[src/design/vms_pkg.sv]
`timescale 1ns / 1ps
`default_nettype none

package vms_pkg;

   // Item kinds
   localparam logic [1:0] ACT_POSE = 2'd0;
   localparam logic [1:0] ACT_CMD  = 2'd1;
   localparam logic [1:0] ACT_TICK = 2'd2;

   // Motion command codes
   localparam logic [2:0] CMD_UNDEF = 3'd0;
   localparam logic [2:0] CMD_HOLD  = 3'd1;
   localparam logic [2:0] CMD_POINT = 3'd2;
   localparam logic [2:0] CMD_WORLD = 3'd3;
   localparam logic [2:0] CMD_BODY  = 3'd4;
   localparam logic [2:0] CMD_GEO   = 3'd5;

   // Drive actions
   localparam logic [2:0] DRV_NONE  = 3'd0;
   localparam logic [2:0] DRV_ZERO  = 3'd1;
   localparam logic [2:0] DRV_BODY  = 3'd2;
   localparam logic [2:0] DRV_POINT = 3'd3;
   localparam logic [2:0] DRV_WORLD = 3'd4;

   // Diagnostic levels and reasons
   localparam logic [1:0] LVL_OK   = 2'd0;
   localparam logic [1:0] LVL_WARN = 2'd1;
   localparam logic [1:0] LVL_ERR  = 2'd2;

   localparam logic [3:0] RSN_OK       = 4'd0;
   localparam logic [3:0] RSN_GEO      = 4'd1;
   localparam logic [3:0] RSN_UNKNOWN  = 4'd2;
   localparam logic [3:0] RSN_FENCE    = 4'd3;
   localparam logic [3:0] RSN_NO_STAMP = 4'd4;
   localparam logic [3:0] RSN_TIMEOUT  = 4'd5;
   localparam logic [3:0] RSN_NO_WORLD = 4'd6;
   localparam logic [3:0] RSN_LATERAL  = 4'd7;
   localparam logic [3:0] RSN_BAD_MOVE = 4'd8;

   // Register indexes
   localparam logic [2:0] CSR_FENCE_MIN_X = 3'd0;
   localparam logic [2:0] CSR_FENCE_MAX_X = 3'd1;
   localparam logic [2:0] CSR_FENCE_MIN_Y = 3'd2;
   localparam logic [2:0] CSR_FENCE_MAX_Y = 3'd3;
   localparam logic [2:0] CSR_POS_TOL     = 3'd4;
   localparam logic [2:0] CSR_HEAD_TOL    = 3'd5;
   localparam logic [2:0] CSR_TIMEOUT     = 3'd6;
   localparam logic [2:0] CSR_FLAGS       = 3'd7;

   localparam logic [16:0] AGE_MAX = 17'h1FFFF;

   typedef enum logic [1:0] {
      MODE_INIT = 2'd0,
      MODE_HOLD = 2'd1,
      MODE_MOVE = 2'd2
   } mode_type;

   typedef struct packed {
      logic signed [23:0] fence_min_x;
      logic signed [23:0] fence_max_x;
      logic signed [23:0] fence_min_y;
      logic signed [23:0] fence_max_y;
      logic [15:0]        pos_tol;
      logic [31:0]        pos_tol_sq;
      logic [15:0]        head_tol;
      logic [15:0]        timeout;
      logic [1:0]         flags;      // bit0 fence enable, bit1 differential drive
   } cfg_type;

   typedef struct packed {
      logic signed [23:0] x;
      logic signed [23:0] y;
      logic signed [15:0] heading;
   } pose_type;

   typedef struct packed {
      logic [1:0]         action;
      pose_type           pose;
      logic [2:0]         command_code;
      pose_type           goal;
      logic signed [15:0] speed_x;
      logic signed [15:0] speed_y;
      logic signed [15:0] turn_rate;
      logic               stamp_missing;
   } item_type;

   typedef struct packed {
      mode_type           mode;
      logic [2:0]         drive_action;
      logic signed [15:0] drive_vx;
      logic signed [15:0] drive_vy;
      logic signed [15:0] drive_wz;
      logic [1:0]         diag_level;
      logic [3:0]         diag_reason;
      logic               target_present;
      pose_type           target;
      logic               inside_fence;
   } result_type;

endpackage

`default_nettype wire

[src/design/vms_csr.sv]
`timescale 1ns / 1ps
`default_nettype none

module vms_csr import vms_pkg::*; (
   input  wire logic        clock,
   input  wire logic        reset,
   input  wire logic        csr_we,
   input  wire logic [2:0]  csr_index,
   input  wire logic [23:0] csr_wdata,
   output cfg_type          cfg
);

   cfg_type cfg_ff;

   always_ff @(posedge clock) begin
      if (reset) begin
         cfg_ff.fence_min_x <= 24'sh800000;
         cfg_ff.fence_max_x <= 24'sh7FFFFF;
         cfg_ff.fence_min_y <= 24'sh800000;
         cfg_ff.fence_max_y <= 24'sh7FFFFF;
         cfg_ff.pos_tol     <= 16'd100;
         cfg_ff.pos_tol_sq  <= 32'd10000;
         cfg_ff.head_tol    <= 16'd1000;
         cfg_ff.timeout     <= 16'd50;
         cfg_ff.flags       <= 2'd0;
      end else if (csr_we) begin
         case (csr_index)
            CSR_FENCE_MIN_X: cfg_ff.fence_min_x <= csr_wdata;
            CSR_FENCE_MAX_X: cfg_ff.fence_max_x <= csr_wdata;
            CSR_FENCE_MIN_Y: cfg_ff.fence_min_y <= csr_wdata;
            CSR_FENCE_MAX_Y: cfg_ff.fence_max_y <= csr_wdata;
            CSR_POS_TOL: begin
               cfg_ff.pos_tol    <= csr_wdata[15:0];
               // keep the squared tolerance ready for the arrival compare
               cfg_ff.pos_tol_sq <= csr_wdata[15:0] * csr_wdata[15:0];
            end
            CSR_HEAD_TOL:    cfg_ff.head_tol <= csr_wdata[15:0];
            CSR_TIMEOUT:     cfg_ff.timeout  <= csr_wdata[15:0];
            CSR_FLAGS:       cfg_ff.flags    <= csr_wdata[1:0];
            default: ;
         endcase
      end
   end

   assign cfg = cfg_ff;

endmodule

`default_nettype wire

[src/design/vms_geom.sv]
`timescale 1ns / 1ps
`default_nettype none

// Track the goal-to-pose error whenever pose or goal moves, so a tick only
// has to add and compare.
module vms_geom import vms_pkg::*; (
   input  wire logic     clock,
   input  wire logic     reset,
   input  wire pose_type cur_in,
   input  wire pose_type goal_in,
   input  wire cfg_type  cfg,
   output logic          near
);

   logic [24:0] dx, dy, ax, ay;
   logic [15:0] dh;
   logic [16:0] ah_in, ah_ff;
   logic [31:0] sq_x_in, sq_y_in, sq_x_ff, sq_y_ff;
   logic        far_in, far_ff;
   logic [32:0] sq_sum;

   always_comb begin
      dx      = {goal_in.x[23], goal_in.x} - {cur_in.x[23], cur_in.x};
      dy      = {goal_in.y[23], goal_in.y} - {cur_in.y[23], cur_in.y};
      ax      = dx[24] ? (25'd0 - dx) : dx;
      ay      = dy[24] ? (25'd0 - dy) : dy;
      // beyond 16 bits of error the tolerance can never be met
      far_in  = (|ax[24:16]) | (|ay[24:16]);
      sq_x_in = ax[15:0] * ax[15:0];
      sq_y_in = ay[15:0] * ay[15:0];
      dh      = goal_in.heading - cur_in.heading;
      ah_in   = dh[15] ? (17'd0 - {1'b1, dh}) : {1'b0, dh};
   end

   always_ff @(posedge clock) begin
      if (reset) begin
         sq_x_ff <= '0;
         sq_y_ff <= '0;
         far_ff  <= 1'b0;
         ah_ff   <= '0;
      end else begin
         sq_x_ff <= sq_x_in;
         sq_y_ff <= sq_y_in;
         far_ff  <= far_in;
         ah_ff   <= ah_in;
      end
   end

   assign sq_sum = {1'b0, sq_x_ff} + {1'b0, sq_y_ff};
   assign near   = !far_ff && (sq_sum <= {1'b0, cfg.pos_tol_sq}) &&
                   (ah_ff <= {1'b0, cfg.head_tol});

endmodule

`default_nettype wire

[src/design/vms_ctrl.sv]
`timescale 1ns / 1ps
`default_nettype none

module vms_ctrl import vms_pkg::*; (
   input  wire logic     clock,
   input  wire logic     reset,
   input  wire logic     fire,
   input  wire item_type item,
   input  wire cfg_type  cfg,
   input  wire logic     near,
   output pose_type      cur_in,
   output pose_type      goal_in,
   output result_type    res
);

   mode_type           mode_ff, mode_in;
   logic               pose_valid_ff, pose_valid_in;
   pose_type           cur_ff;
   logic [2:0]         cmd_ff, cmd_in;
   pose_type           goal_ff;
   logic signed [15:0] spd_x_ff, spd_y_ff, spd_w_ff;
   logic signed [15:0] spd_x_in, spd_y_in, spd_w_in;
   logic               stamp_ff, stamp_in;
   logic [16:0]        age_ff, age_in;
   pose_type           hold_ff, hold_in;
   logic               hold_valid_ff, hold_valid_in;
   logic [1:0]         lvl_ff, lvl_in;
   logic [3:0]         rsn_ff, rsn_in;

   logic               diff_drive, inside_now, breach, velocity, fall, keep_goal;

   function automatic logic in_fence(input pose_type p, input cfg_type c);
      in_fence = ($signed(p.x) >= $signed(c.fence_min_x)) &&
                 ($signed(p.x) <= $signed(c.fence_max_x)) &&
                 ($signed(p.y) >= $signed(c.fence_min_y)) &&
                 ($signed(p.y) <= $signed(c.fence_max_y));
   endfunction

   always_comb begin
      mode_in       = mode_ff;
      pose_valid_in = pose_valid_ff;
      cur_in        = cur_ff;
      cmd_in        = cmd_ff;
      goal_in       = goal_ff;
      spd_x_in      = spd_x_ff;
      spd_y_in      = spd_y_ff;
      spd_w_in      = spd_w_ff;
      stamp_in      = stamp_ff;
      age_in        = age_ff;
      hold_in       = hold_ff;
      hold_valid_in = hold_valid_ff;
      lvl_in        = lvl_ff;
      rsn_in        = rsn_ff;
      res           = '0;
      fall          = 1'b0;
      keep_goal     = 1'b0;
      diff_drive    = cfg.flags[1];
      inside_now    = !pose_valid_ff || in_fence(cur_ff, cfg);
      breach        = cfg.flags[0] && pose_valid_ff && !inside_now && (mode_ff != MODE_HOLD);
      velocity      = (cmd_ff == CMD_WORLD) || (cmd_ff == CMD_BODY);
      res.drive_action = DRV_NONE;

      if (fire) begin
         case (item.action)
            ACT_POSE: begin
               cur_in        = item.pose;
               pose_valid_in = 1'b1;
            end
            ACT_CMD: begin
               cmd_in   = item.command_code;
               goal_in  = item.goal;
               spd_x_in = item.speed_x;
               spd_y_in = item.speed_y;
               spd_w_in = item.turn_rate;
               stamp_in = item.stamp_missing;
               age_in   = '0;
               case (item.command_code)
                  CMD_HOLD: begin
                     lvl_in = LVL_OK;
                     rsn_in = RSN_OK;
                     if (pose_valid_ff) begin
                        hold_in       = cur_ff;
                        hold_valid_in = 1'b1;
                     end
                     mode_in = MODE_HOLD;
                  end
                  CMD_POINT, CMD_WORLD, CMD_BODY: begin
                     lvl_in  = LVL_OK;
                     rsn_in  = RSN_OK;
                     mode_in = MODE_MOVE;
                  end
                  CMD_GEO: begin
                     lvl_in  = LVL_WARN;
                     rsn_in  = RSN_GEO;
                     mode_in = MODE_MOVE;
                  end
                  default: begin
                     lvl_in = LVL_ERR;
                     rsn_in = RSN_UNKNOWN;
                  end
               endcase
            end
            ACT_TICK: begin
               age_in = (age_ff == AGE_MAX) ? age_ff : age_ff + 17'd1;
               if (breach) begin
                  lvl_in = LVL_ERR;
                  rsn_in = RSN_FENCE;
                  fall   = 1'b1;
                  res.drive_action = DRV_ZERO;
               end else if (mode_ff == MODE_HOLD) begin
                  res.drive_action = DRV_ZERO;
               end else if (mode_ff == MODE_MOVE) begin
                  if (velocity && stamp_ff) begin
                     lvl_in = LVL_ERR;
                     rsn_in = RSN_NO_STAMP;
                     fall   = 1'b1;
                     res.drive_action = DRV_ZERO;
                  end else if (velocity && (age_in > {1'b0, cfg.timeout})) begin
                     lvl_in = LVL_ERR;
                     rsn_in = RSN_TIMEOUT;
                     fall   = 1'b1;
                     res.drive_action = DRV_ZERO;
                  end else begin
                     case (cmd_ff)
                        CMD_POINT: begin
                           if (pose_valid_ff && near) begin
                              fall      = 1'b1;
                              keep_goal = 1'b1;
                              res.drive_action = DRV_ZERO;
                           end else begin
                              res.drive_action = DRV_POINT;
                           end
                        end
                        CMD_WORLD: begin
                           if (diff_drive) begin
                              lvl_in = LVL_ERR;
                              rsn_in = RSN_NO_WORLD;
                              fall   = 1'b1;
                              res.drive_action = DRV_ZERO;
                           end else begin
                              res.drive_action = DRV_WORLD;
                           end
                        end
                        CMD_BODY: begin
                           res.drive_vx = spd_x_ff;
                           res.drive_wz = spd_w_ff;
                           res.drive_vy = diff_drive ? 16'sd0 : spd_y_ff;
                           // lateral speed cannot be honored on a differential base
                           if (diff_drive && (spd_y_ff != 16'sd0)) begin
                              lvl_in = LVL_WARN;
                              rsn_in = RSN_LATERAL;
                           end
                           res.drive_action = DRV_BODY;
                        end
                        CMD_GEO: begin
                           lvl_in = LVL_WARN;
                           rsn_in = RSN_GEO;
                        end
                        default: begin
                           lvl_in = LVL_ERR;
                           rsn_in = RSN_BAD_MOVE;
                           fall   = 1'b1;
                           res.drive_action = DRV_ZERO;
                        end
                     endcase
                  end
               end

               if (fall) begin
                  if (keep_goal) begin
                     hold_in       = goal_ff;
                     hold_valid_in = 1'b1;
                  end else if (pose_valid_ff) begin
                     hold_in       = cur_ff;
                     hold_valid_in = 1'b1;
                  end
                  mode_in = MODE_HOLD;
                  cmd_in  = CMD_HOLD;
               end
            end
            default: ;
         endcase
      end

      res.mode        = mode_in;
      res.diag_level  = lvl_in;
      res.diag_reason = rsn_in;
      if (mode_in == MODE_MOVE && cmd_in == CMD_POINT) begin
         res.target_present = 1'b1;
         res.target         = goal_in;
      end else if (mode_in == MODE_HOLD && hold_valid_in) begin
         res.target_present = 1'b1;
         res.target         = hold_in;
      end
      res.inside_fence = !pose_valid_in || in_fence(cur_in, cfg);
   end

   always_ff @(posedge clock) begin
      if (reset) begin
         mode_ff       <= MODE_INIT;
         pose_valid_ff <= 1'b0;
         cmd_ff        <= CMD_UNDEF;
         stamp_ff      <= 1'b0;
         age_ff        <= '0;
         hold_valid_ff <= 1'b0;
         lvl_ff        <= LVL_OK;
         rsn_ff        <= RSN_OK;
      end else begin
         mode_ff       <= mode_in;
         pose_valid_ff <= pose_valid_in;
         cmd_ff        <= cmd_in;
         stamp_ff      <= stamp_in;
         age_ff        <= age_in;
         hold_valid_ff <= hold_valid_in;
         lvl_ff        <= lvl_in;
         rsn_ff        <= rsn_in;
      end
   end

   always_ff @(posedge clock) begin
      cur_ff   <= cur_in;
      goal_ff  <= goal_in;
      spd_x_ff <= spd_x_in;
      spd_y_ff <= spd_y_in;
      spd_w_ff <= spd_w_in;
      hold_ff  <= hold_in;
   end

   a_speeds_only_on_body: assert property (@(posedge clock) disable iff (reset)
      fire && (res.drive_action != DRV_BODY) |->
         (res.drive_vx == 16'sd0) && (res.drive_vy == 16'sd0) && (res.drive_wz == 16'sd0))
      else $error("velocity driven without body velocity action");

   a_hold_cmd_holds: assert property (@(posedge clock) disable iff (reset)
      fire && (item.action == ACT_CMD) && (item.command_code == CMD_HOLD) |=>
         (mode_ff == MODE_HOLD) && (cmd_ff == CMD_HOLD))
      else $error("hold command did not enter hold");

   a_age_saturates: assert property (@(posedge clock) disable iff (reset)
      (age_ff == AGE_MAX) && !(fire && (item.action == ACT_CMD)) |=> (age_ff == AGE_MAX))
      else $error("command age wrapped");

   a_no_target_in_init: assert property (@(posedge clock) disable iff (reset)
      fire && res.target_present |-> (res.mode != MODE_INIT))
      else $error("target reported in init mode");

endmodule

`default_nettype wire

[src/design/vehicle_motion_supervisor.sv]
`timescale 1ns / 1ps
`default_nettype none

// Channel   Direction  Handshake            Payload
// req_*     in         req_valid/req_ready  one pose, command or tick item
// rsp_*     out        rsp_valid/rsp_ready  status and drive action per item
// csr_*     in         csr_we               register index and write data
//
// An accepted beat lands in the input register; the decision logic runs on it
// once the output register is empty or draining, and the result is registered
// in the output register. One beat per cycle is sustained while rsp_ready is high.
// Synchronous reset returns the block to init mode with default registers; no
// clearing pass. A stalled result holds the output register, and the input
// register keeps accepting as long as the output register drains.
module vehicle_motion_supervisor import vms_pkg::*; (
   input  wire logic               clock,
   input  wire logic               reset,

   input  wire logic               req_valid,
   output logic                    req_ready,
   input  wire logic [1:0]         req_action,
   input  wire logic signed [23:0] req_pose_x,
   input  wire logic signed [23:0] req_pose_y,
   input  wire logic signed [15:0] req_pose_heading,
   input  wire logic [2:0]         req_command_code,
   input  wire logic signed [23:0] req_goal_x,
   input  wire logic signed [23:0] req_goal_y,
   input  wire logic signed [15:0] req_goal_heading,
   input  wire logic signed [15:0] req_speed_x,
   input  wire logic signed [15:0] req_speed_y,
   input  wire logic signed [15:0] req_turn_rate,
   input  wire logic               req_stamp_missing,

   output logic                    rsp_valid,
   input  wire logic               rsp_ready,
   output logic [1:0]              rsp_mode,
   output logic [2:0]              rsp_drive_action,
   output logic signed [15:0]      rsp_drive_vx,
   output logic signed [15:0]      rsp_drive_vy,
   output logic signed [15:0]      rsp_drive_wz,
   output logic [1:0]              rsp_diag_level,
   output logic [3:0]              rsp_diag_reason,
   output logic                    rsp_target_present,
   output logic signed [23:0]      rsp_target_x,
   output logic signed [23:0]      rsp_target_y,
   output logic signed [15:0]      rsp_target_heading,
   output logic                    rsp_inside_fence,

   input  wire logic               csr_we,
   input  wire logic [2:0]         csr_index,
   input  wire logic [23:0]        csr_wdata
);

   cfg_type    cfg;
   item_type   s1_item_ff, s1_item_in;
   logic       s1_valid_ff, s1_valid_in;
   result_type rsp_ff, res;
   logic       rsp_valid_ff, rsp_valid_in;
   logic       fire, near;
   pose_type   cur_in, goal_in;

   // Decision runs when the input register holds a beat and the output
   // register is empty or draining this cycle.
   assign fire      = s1_valid_ff && (!rsp_valid_ff || rsp_ready);
   assign req_ready = !s1_valid_ff || fire;

   always_comb begin
      s1_item_in.action        = req_action;
      s1_item_in.pose.x        = req_pose_x;
      s1_item_in.pose.y        = req_pose_y;
      s1_item_in.pose.heading  = req_pose_heading;
      s1_item_in.command_code  = req_command_code;
      s1_item_in.goal.x        = req_goal_x;
      s1_item_in.goal.y        = req_goal_y;
      s1_item_in.goal.heading  = req_goal_heading;
      s1_item_in.speed_x       = req_speed_x;
      s1_item_in.speed_y       = req_speed_y;
      s1_item_in.turn_rate     = req_turn_rate;
      s1_item_in.stamp_missing = req_stamp_missing;

      // advance on acceptance, drop once consumed, otherwise hold
      if (req_valid && req_ready) begin
         s1_valid_in = 1'b1;
      end else if (fire) begin
         s1_valid_in = 1'b0;
      end else begin
         s1_valid_in = s1_valid_ff;
      end

      if (fire) begin
         rsp_valid_in = 1'b1;
      end else if (rsp_ready) begin
         rsp_valid_in = 1'b0;
      end else begin
         rsp_valid_in = rsp_valid_ff;
      end
   end

   always_ff @(posedge clock) begin
      if (reset) begin
         s1_valid_ff  <= 1'b0;
         rsp_valid_ff <= 1'b0;
      end else begin
         s1_valid_ff  <= s1_valid_in;
         rsp_valid_ff <= rsp_valid_in;
      end
   end

   always_ff @(posedge clock) begin
      if (req_valid && req_ready) begin
         s1_item_ff <= s1_item_in;
      end
      if (fire) begin
         rsp_ff <= res;
      end
   end

   vms_csr u_csr (
      .clock     (clock),
      .reset     (reset),
      .csr_we    (csr_we),
      .csr_index (csr_index),
      .csr_wdata (csr_wdata),
      .cfg       (cfg)
   );

   vms_geom u_geom (
      .clock   (clock),
      .reset   (reset),
      .cur_in  (cur_in),
      .goal_in (goal_in),
      .cfg     (cfg),
      .near    (near)
   );

   vms_ctrl u_ctrl (
      .clock   (clock),
      .reset   (reset),
      .fire    (fire),
      .item    (s1_item_ff),
      .cfg     (cfg),
      .near    (near),
      .cur_in  (cur_in),
      .goal_in (goal_in),
      .res     (res)
   );

   assign rsp_valid          = rsp_valid_ff;
   assign rsp_mode           = rsp_ff.mode;
   assign rsp_drive_action   = rsp_ff.drive_action;
   assign rsp_drive_vx       = rsp_ff.drive_vx;
   assign rsp_drive_vy       = rsp_ff.drive_vy;
   assign rsp_drive_wz       = rsp_ff.drive_wz;
   assign rsp_diag_level     = rsp_ff.diag_level;
   assign rsp_diag_reason    = rsp_ff.diag_reason;
   assign rsp_target_present = rsp_ff.target_present;
   assign rsp_target_x       = rsp_ff.target.x;
   assign rsp_target_y       = rsp_ff.target.y;
   assign rsp_target_heading = rsp_ff.target.heading;
   assign rsp_inside_fence   = rsp_ff.inside_fence;

endmodule

`default_nettype wire
[config.mk]
export PLATFORM = sky130hd
export DESIGN_NAME = vehicle_motion_supervisor
export DESIGN_NICKNAME = d
export VERILOG_FILES = /design/src/design/vms_pkg.sv /design/src/design/vms_csr.sv /design/src/design/vms_geom.sv /design/src/design/vms_ctrl.sv /design/src/design/vehicle_motion_supervisor.sv
export SDC_FILE = /design/constraint.sdc
export NUM_CORES = 2
export LEC_CHECK = 0
export BUFFER_PORTS_ARGS = -buffer_cell sky130_fd_sc_hd__buf_2
export CORE_MARGIN = 10
export CORE_UTILIZATION = 60
export DETAILED_ROUTE_END_ITERATION = 6
export PLACE_DENSITY_LB_ADDON = 0.15
export SLEW_MARGIN = 25
export SYNTH_ARGS = -nofsm -noshare
export SYNTH_HDL_FRONTEND = slang
export SYNTH_SLANG_ARGS = --single-unit
[constraint.sdc]
create_clock -name clock -period 36.8 [get_ports clock]
set_input_delay 7.36 -clock clock [delete_from_list [all_inputs] [get_ports clock]]
set_output_delay 7.36 -clock clock [all_outputs]
set_load 0.05 [all_outputs]
==> summary.txt <==
Status
  • Status: completed

Clock tree
  • Post-CTS setup buffer count: 0
  • Post-CTS sizing: 0
  • Clock slew at reported path FFs: 0.06 ns
  • Clk buf depth: 3
  • CTS Root Cell: clkbuf_16
  • CTS tree: built
  • Post-CTS Hold Buffers: 0
  • CTS Sinks: 821
  • H-tree levels: 3
  • Clk Latency, worst-skew pair: 0.72 ns
  • Num CTS Buffers: 89

Finish
  • Fin cells: 8597
  • Nets@finish: 8414
  • Layout area overhead: 9.66%
  • Finished Cell Area: 0.0700 mm2
  • Layout cells sized above 1: 0.0867

Synthesis
  • Synth Warn #: 0
  • Cell variety after synth: 102
  • Syn Std Cell Area: 0.0639 mm2
  • Number of synthesized flops with an enable pin: 355
  • Synth Net Count: 8169
  • FFs w/ async S/R, synth: 0
  • Flops & latches, synth: 821
  • Synth Flop Type: dfxtp_1
  • Seq/Total Area, Yosys: 0.313
  • Syn_area_per_cell: 9.29 um2
  • Post-Synthesis Cells: 6875

Worst setup path
  • CP most frequent cell: fa_1
  • Critical Path AT: 19.84 ns
  • Data required, critical path: 37.34 ns
  • CP Class: in -> reg
  • CP Max Fanout: 46
  • CP endpoint kind: flop
  • Worst setup SP type: input pin
  • Worst path slowest cell: inv_6
  • Crit path largest cell delay: 0.61 ns

Timing
  • Final min period: 19.29 ns
  • Worst setup margin: 17.51 ns
  • RSZ-0062 raised after global routing: false
  • Fmax: 51.8 MHz
  • Final period util: 0.524
  • Final Setup Violations: 0
  • Hold Vio Cnt, Final: 0
  • Setup TNS: 0 ns
  • Worst-case clock skew: 0.0406 ns
  • Pins Over Slew Limit: 0
  • Worst slew margin: 0.255
  • Worst-Margin Slew: 1.11 ns

Global routing
  • GRT Overall Usage: 0.310
  • Busiest grt layer: met2
  • Final global-route overflow total: 0
  • Vias in the first global route: 50200
  • Grt met2 use: 0.508
  • Largest net degree at the start of global routing: 125
  • Initial antenna violation count: 26
  • Grt met1 use: 0.410
  • Met3 global-route usage: 0.0502
  • First-pass GRT wire length: 292000 um

Place
  • PortBufs: 340
  • Placed insts: 8420
  • Routability congestion estimate: 0.963
  • HPWL Detailed: 146000 um
  • Dpl ws: 16.87 ns
  • Post-DP Area: 0.0670 mm2

Run
  • MaxCap Viol Count: 0

Detailed routing
  • Initial DRC count: 4282
  • Post-route DRC: 0
  • Vias: 50900
  • Antenna viol nets, final: 0
  • DRT Pass-1 Iters: 6
  • Drt via density: 5.92
  • Routed Wire Length: 190000 um
  • DR WL/cell: 22.1 um

Floorplan
  • Die Area: 0.120 mm2
  • Rows: 119
  • Io pins: 341
  • Initial core utilization: 0.605
  • Core footprint: 0.106 mm2
  • Die width: 346 um
  • Die H: 346 um

Worst hold path
  • Worst Hold Class: reg -> reg
-- path summary, 6_finish.rpt --
check                                           end  cells after the start             from  slack [ns]
worst min-delay path            u_ctrl.spd_w_ff[14]                      0   s1_item_ff[15]        0.41
worst max-delay path             u_geom.sq_y_ff[30]                     44        rsp_ready       17.51
worst max register to register   u_geom.sq_y_ff[30]                     44  s1_item_ff[181]       23.48
worst min register to register  u_ctrl.spd_w_ff[14]                      0   s1_item_ff[15]        0.41
-- critical path: cells and delay by family --
family / cells / cell delay (ns)
fa+ha+maj: 10 / 4.12
compound gates: 11 / 3.08
buf+inv: 10 / 1.90
xor+xnor: 1 / 0.58
simple gates: 11 / 2.31
mux: 1 / 0.38
-- cells by family (layout without fill, tap and decap cells) --
family          after synthesis  count (layout)  synth area share
buf+inv                    1371            1693            0.0810
other cells                   1              10         0.0000587
compound gates             1260            1260             0.131
simple gates               1896            1896             0.140
xor+xnor                    241             241            0.0333
flops                       821             821             0.313
fa+ha+maj                  1105            1105             0.273
mux                         180             180            0.0287
-- metal layers --
layer  share of wire  wire length (um)  vias to the layer above
met5         0.00059               112                        -
met4           0.044              8300                       20
met3           0.081             15500                      435
met2            0.46             88400                     2070
met1            0.41             77900                    24700
li1                -                 -                    23600
-- layout by cell type (no fill, tap or decap), drive strengths merged, types with 60 or more instances in the layout --
cell and n:
nand4 71, nand2 671, inv 1114, buf 400
mux2i 176, clkbuf 112, and2 113, a21o 142
xor2 74, xnor2 167, o221ai 67, edfxtp 355
ha 589, and3 64, nor3 68, fa 491
a21oi 308, nand3 147, o2bb2ai 65, nand2b 60
o21ai 296, nor2 469, dfxtp 466, nor2b 69
-- layout make-up --
| class | instances | area, um2 |
|---|---|---|
| multi-input combinational | 4683 | 38900 |
| fill | 8715 | 35500 |
| sequential | 821 | 20000 |
| inverter | 1124 | 4220 |
| clock buffer | 111 | 2360 |
| timing repair buffer | 401 | 2170 |
| tap | 1391 | 1740 |
| clock inverter | 57 | 667 |
| antenna | 9 | 22.5 |
-- cell usage after synthesis, types with 74 or more instances --
cell / instances / area share
xor2_1: 74 / 0.010
and2_1: 112 / 0.011
inv_1: 1107 / 0.065
fa_1: 491 / 0.15
dfxtp_1: 466 / 0.15
nand3_1: 147 / 0.012
xnor2_1: 166 / 0.023
nand2_1: 670 / 0.039
nor2_1: 468 / 0.027
a21oi_1: 306 / 0.024
a21o_1: 142 / 0.017
o21ai_0: 295 / 0.023
ha_1: 589 / 0.12
edfxtp_1: 355 / 0.17
mux2i_1: 172 / 0.027
clkbuf_1: 217 / 0.013
-- registers in the layout, indices dropped and copies added, names as in the netlist, 17 cells and up --
register / cells
s1_item_ff: 182
u_csr.cfg: 161
u_ctrl.cur_ff: 64
u_ctrl.goal_ff: 64
u_ctrl.hold_ff: 64
u_geom.sq_x_ff: 31
u_geom.sq_y_ff: 31
rsp_target_x: 24
rsp_target_y: 24
u_ctrl.age_ff: 17
u_geom.ah_ff: 17
-- stage by stage --
stage	hold slack, ns	utilization
after CTS	0.413	0.663
after floorplan	0.400	-
after detailed placement	0.405	0.634
after global routing	0.408	0.663
after global placement	0.401	0.634
final	0.408	0.664
Power is left out: the tool's default activity adds up to more than one toggle a clock period on the data nets, which glitch-free logic cannot reach.
